--- src/rtl/tpc_pkg.sv ---
package tpc_pkg;

    localparam int MAX_NODES  = 1024;
    localparam int ALPHABET   = 256;
    localparam int COUNT_BITS = 32;

    localparam int NODE_W    = $clog2(MAX_NODES);
    localparam int SYM_W     = (ALPHABET > 1) ? $clog2(ALPHABET) : 1;
    localparam int CT_AW     = NODE_W + SYM_W;
    localparam int CT_DEPTH  = MAX_NODES * (2 ** SYM_W);
    localparam int USED_W    = NODE_W + 1;
    localparam int CNT_EXT_W = (COUNT_BITS > 32) ? COUNT_BITS : 32;

    typedef logic [NODE_W-1:0]     t_node;
    typedef logic [COUNT_BITS-1:0] t_count;

    typedef enum logic [1:0] {
        OP_INSERT = 2'd0,
        OP_QUERY  = 2'd1,
        OP_CLEAR  = 2'd2,
        OP_NONE   = 2'd3
    } t_op;

    typedef enum logic [1:0] {
        STAT_OK      = 2'd0,
        STAT_FULL    = 2'd1,
        STAT_CLEARED = 2'd2
    } t_status;

    typedef struct packed {
        t_op        op;
        logic [7:0] sym;
        logic       last;
    } t_item;

    // head of the item queue as seen by the back end
    typedef struct packed {
        logic  valid;
        t_item item;
    } t_qhead;

    typedef struct packed {
        logic sweeping;
    } t_back_stat;

    function automatic t_count sat_inc(input t_count v);
        t_count r;
        r = (v == {COUNT_BITS{1'b1}}) ? v : v + t_count'(1);
        return r;
    endfunction

    function automatic logic [31:0] clamp_out(input t_count v);
        logic [CNT_EXT_W-1:0] w;
        logic [31:0]          r;
        w = CNT_EXT_W'(v);
        if (w > CNT_EXT_W'(33'h0_FFFF_FFFF)) begin
            r = 32'hFFFF_FFFF;
        end else begin
            r = w[31:0];
        end
        return r;
    endfunction

endpackage

--- src/rtl/tpc_front.sv ---
module tpc_front
    import tpc_pkg::*;
(
    input  logic       i_clk,
    input  logic       i_rst_n,
    input  logic       start,
    output logic       busy,
    input  logic [1:0] i_opcode,
    input  logic [7:0] i_symbol,
    input  logic       i_last,
    input  t_back_stat i_back_stat,
    input  logic       i_pop,
    output t_qhead     o_head
);

    t_item      r_mem [2];
    logic       r_wp, n_wp;
    logic       r_rp, n_rp;
    logic [1:0] r_cnt, n_cnt;
    logic       full;
    logic       push;
    logic       pop;

    assign full = (r_cnt == 2'd2);
    assign busy = full | i_back_stat.sweeping;
    // unused opcode is taken and dropped here
    assign push = start & ~busy & (t_op'(i_opcode) != OP_NONE);
    assign pop  = i_pop & (r_cnt != 2'd0);

    assign o_head.valid = (r_cnt != 2'd0);
    assign o_head.item  = r_mem[r_rp];

    always_comb begin
        n_wp  = push ? ~r_wp : r_wp;
        n_rp  = pop ? ~r_rp : r_rp;
        n_cnt = r_cnt + {1'b0, push} - {1'b0, pop};
    end

    always_ff @(posedge i_clk) begin
        if (!i_rst_n) begin
            r_wp  <= 1'b0;
            r_rp  <= 1'b0;
            r_cnt <= 2'd0;
        end else begin
            r_wp  <= n_wp;
            r_rp  <= n_rp;
            r_cnt <= n_cnt;
        end
    end

    always_ff @(posedge i_clk) begin
        if (push) begin
            r_mem[r_wp] <= '{op: t_op'(i_opcode), sym: i_symbol, last: i_last};
        end
    end

endmodule

--- config.mk ---
export PLATFORM = sky130hd
export DESIGN_NAME = tpc_front
export DESIGN_NICKNAME = d
export VERILOG_FILES = /design/src/rtl/tpc_pkg.sv /design/src/rtl/tpc_front.sv
export SDC_FILE = /design/constraint.sdc
export NUM_CORES = 1
export LEC_CHECK = 0
export ABC_AREA = 0
export BUFFER_PORTS_ARGS = -buffer_cell sky130_fd_sc_hd__buf_2
export CORE_UTILIZATION = 45
export DETAILED_ROUTE_END_ITERATION = 16
export GPL_TIMING_DRIVEN = 0
export PLACE_DENSITY = 0.79
export SETUP_SLACK_MARGIN = 0.05
export SLEW_MARGIN = 20
export SYNTH_ARGS = -nofsm -noshare
export SYNTH_HDL_FRONTEND = slang
export SYNTH_SLANG_ARGS = --single-unit
--- constraint.sdc ---
create_clock -name i_clk -period 1.7 [get_ports i_clk]
set_input_delay 0.17 -clock i_clk [delete_from_list [all_inputs] [get_ports i_clk]]
set_output_delay 0.17 -clock i_clk [all_outputs]
set_load 0.1 [all_outputs]
==> metrics.md <==
| Metric | Value |
|---|---|
| Area taken by multi-input logic gates | 327 um^2 |
| Max_cap viols | 0 |
| Fin crit share | 0.935 |
| Synth Register Bits | 27 |
| Util after Layout | 0.625 |
| Die width | 50.5 um |
| Total net switching power | 0.000949 W |
| Clk Latency, worst-skew pair | 0.32 ns |
| Least-Margin Pin Slew | 0.488 ns |
| Critical path arrival | 1.81 ns |
| Root Buffer | clkbuf_4 |
| Post-DP HPWL | 1.07 mm |
| First-pass GRT wire length | 2.37 mm |
| Status | complete, no violations |
| Storage element area | 762 um^2 |
| WS Path Type | flop to flop |
| Total Power | 0.00214 W |
| Largest net degree at the start of global routing | 17 |
| Final antenna-violating net count | 0 |
| RSZ-0062 raised after global routing | yes |
| Synth Flop Type | edfxtp_1 |
| Reg clk slew, reported paths | 0.14 ns |
| Global-route usage over all layers | 0.129 |
| Final nets | 113 |
| CTS tree | yes |
| Register area share after synthesis | 0.720 |
| Row cnt | 17 |
| Relative slew slack | 0.677 |
| Synth area leaders | edfxtp_1 (62%), mux2_2 (12%), dfxtp_1 (9.5%) |
| Starting Density | 0.478 |
| Cell count after synthesis | 61 |
| Async S/R FF share, synth | 0 |
| Vert. Die Dim | 50.5 um |
| Post-synth EDFFs | 22 |
| PnR worst setup slack | 0.110 ns |
| Drt first pass iters | 4 |
| Pint | 0.00119 W |
| Crit-path max cell delay | 0.38 ns |
| Power per cell area | 1540 nW/um^2 |
| Fmax | 629 MHz |
| N_diodes | 0 |
| Top cells by count, synth | edfxtp_1 (22), mux2_2 (11), dfxtp_1 (5) |
| Setup violations, final | 0 |
| Fillers | 174 |
| Post-CTS Hold Fix Bufs | 0 |
| Logic pwr share | 0.490 |
| Vias per cell | 5.02 |
| GRT overflow | 0 |
| Placeable Area | 2210 um^2 |
| Die ar. | 2550 um^2 |
| Max clock buf depth | 2 |
| DR vias | 613 |
| Initial drt markers | 8 |
| Drt drc | 0 |
| Mapped Area | 1060 um^2 |
| CP max stage cell | dfxtp_2 |
| HP Class | input port to flop |
| Clk pwr share | 0.126 |
| Hold Fails Final Rpt | 0 |
| Vias in the first global route | 606 |
| IO Pins | 29 |
| Worst Path Required | 1.92 ns |
| Count leader, synth | edfxtp_1 |
| Clk_skew | 0.0113 ns |
| PortBufs | 28 |
| Crit path cell chain | nand2b_4, nand4b_4, ha_4, inv_2, ha_2, xnor2_2, xnor2_1, and2_1 |
| Sw frac | 0.444 |
| Dpl ws | -0.0966 ns |
| Synth area leader | edfxtp_1 |
| Top cell type's share of synthesized area | 0.625 |
| Synth-to-Final Area Change | 30.8% |
| Mapped Avg Cell Area | 17.3 um^2 |
| Unique masters post-synth | 17 |
| Final RePlAce weighted congestion | 0.673 |
| H-tree depth | 1 |
| Flop pwr share | 0.384 |
| Slew Viols, Final | 0 |
| Initial antenna violation count | 0 |
| Routed WL | 1.51 mm |
| CTS Buf Count | 3 |
| Layout cells sized above 1 | 0.596 |
| CTS sink cnt | 27 |
| Worst Setup End Kind | flop |
| DR WL/cell | 12.4 um |
| Maximum VDD drop | 1.13 mV |
| Synth Net Count | 79 |
| Ys Warns | 0 |
| Fin crit period | 1.59 ns |
| Leak | 0.526 nW |
| Worst Path Max Fanout | 4 |
| Startpoint types | flop |
==> metal layers <==
metal | track usage | vias to the layer above | part of all wire
met2 | 0.251 | 22 | 0.56
met3 | 0.0303 | 3 | 0.053
li1 | - | 291 | -
met5 | 0 | - | 0
met1 | 0.127 | 297 | 0.37
met4 | 0.0556 | 0 | 0.012
==> critical path, delay by kind of cell (launching register included) <==
family        cells  cell delay [ns]
simple gates      3             0.39
xor+xnor          2             0.26
fa+ha+maj         2             0.45
flops             1             0.38
buf+inv           1             0.02
==> stage by stage <==
step	hold slack, ns	TNS, ns	cells	instance area (um^2)
after global placement	0.359	-1.72	117	1230
final	0.0248	0	122	1380
after CTS	0.0228	0	122	1330
after floorplan	0.269	0	61	1060
after detailed placement	0.362	-1.91	117	1230
after global routing	0.00366	0	122	1380
==> state kept, by name, indices dropped and copies added (netlist names), named ones only <==
register / cells
r_cnt: 2
r_mem: 22
r_rp: 1
r_wp: 1
==> final timing paths <==
| check | start | endpoint | slack (ns) | depth (start not counted) |
|---|---|---|---|---|
| min reg2reg | r_wp | r_wp | 0.53 | 2 |
| max reg2reg | r_cnt[0] | r_cnt[1] | 0.11 | 8 |
| max | r_cnt[0] | r_cnt[1] | 0.11 | 8 |
| min | i_symbol[2] | r_mem[0][3] | 0.02 | 1 |
==> layout by cell type (no fill, tap or decap), types with 2 or more instances in the layout <==
| master | synthesis | final |
|---|---|---|
| nor2b_1 | 2 | 2 |
| and2_1 | 2 | 2 |
| xnor2_1 | 3 | 2 |
| buf_6 | 0 | 11 |
| mux2_2 | 11 | 11 |
| nor2_4 | 0 | 2 |
| clkbuf_4 | 0 | 3 |
| buf_2 | 0 | 18 |
| nand2_1 | 3 | 3 |
| edfxtp_1 | 22 | 22 |
| dfxtp_1 | 5 | 4 |
==> power groups by stage <==
stage	sequential (W)	clock [W]	combinational (W)
2_1_floorplan	0.000818	0	0.000803
3_3_place_gp	0.000822	0	0.000911
3_5_place_dp	0.000827	0	0.000920
4_1_cts	0.000818	0.000274	0.000986
5_1_grt	0.000826	0.000299	0.00109
6_report	0.000820	0.000269	0.00105
==> cell type report <==
class	count	area share
clock buffers	3	0.0163
multi-input cells	31	0.236
clock inverters	1	0.00543
flip-flops and latches	27	0.551
repair buffers	29	0.152
well taps	28	0.0253
inverters	2	0.00543
plain buffers	1	0.00814
==> kinds of logic after synthesis <==
group	after synthesis	share of synthesized area
buf+inv	3	0.0142
compound gates	1	0.00829
fa+ha+maj	2	0.0237
xor+xnor	3	0.0249
flops	27	0.720
simple gates	13	0.0828
mux	12	0.127
==> timing repair <==
| item | 4_1_cts | 5_1_grt |
|---|---|---|
| gates resized for setup | 16 | 15 |
| pin swaps | 1 | 4 |
| buffers inserted | 1 | 0 |
| setup endpoints to repair | 33 | 33 |
| endpoints found under the hold margin | 0 | 0 |
(Power assumes the default switching activity.)
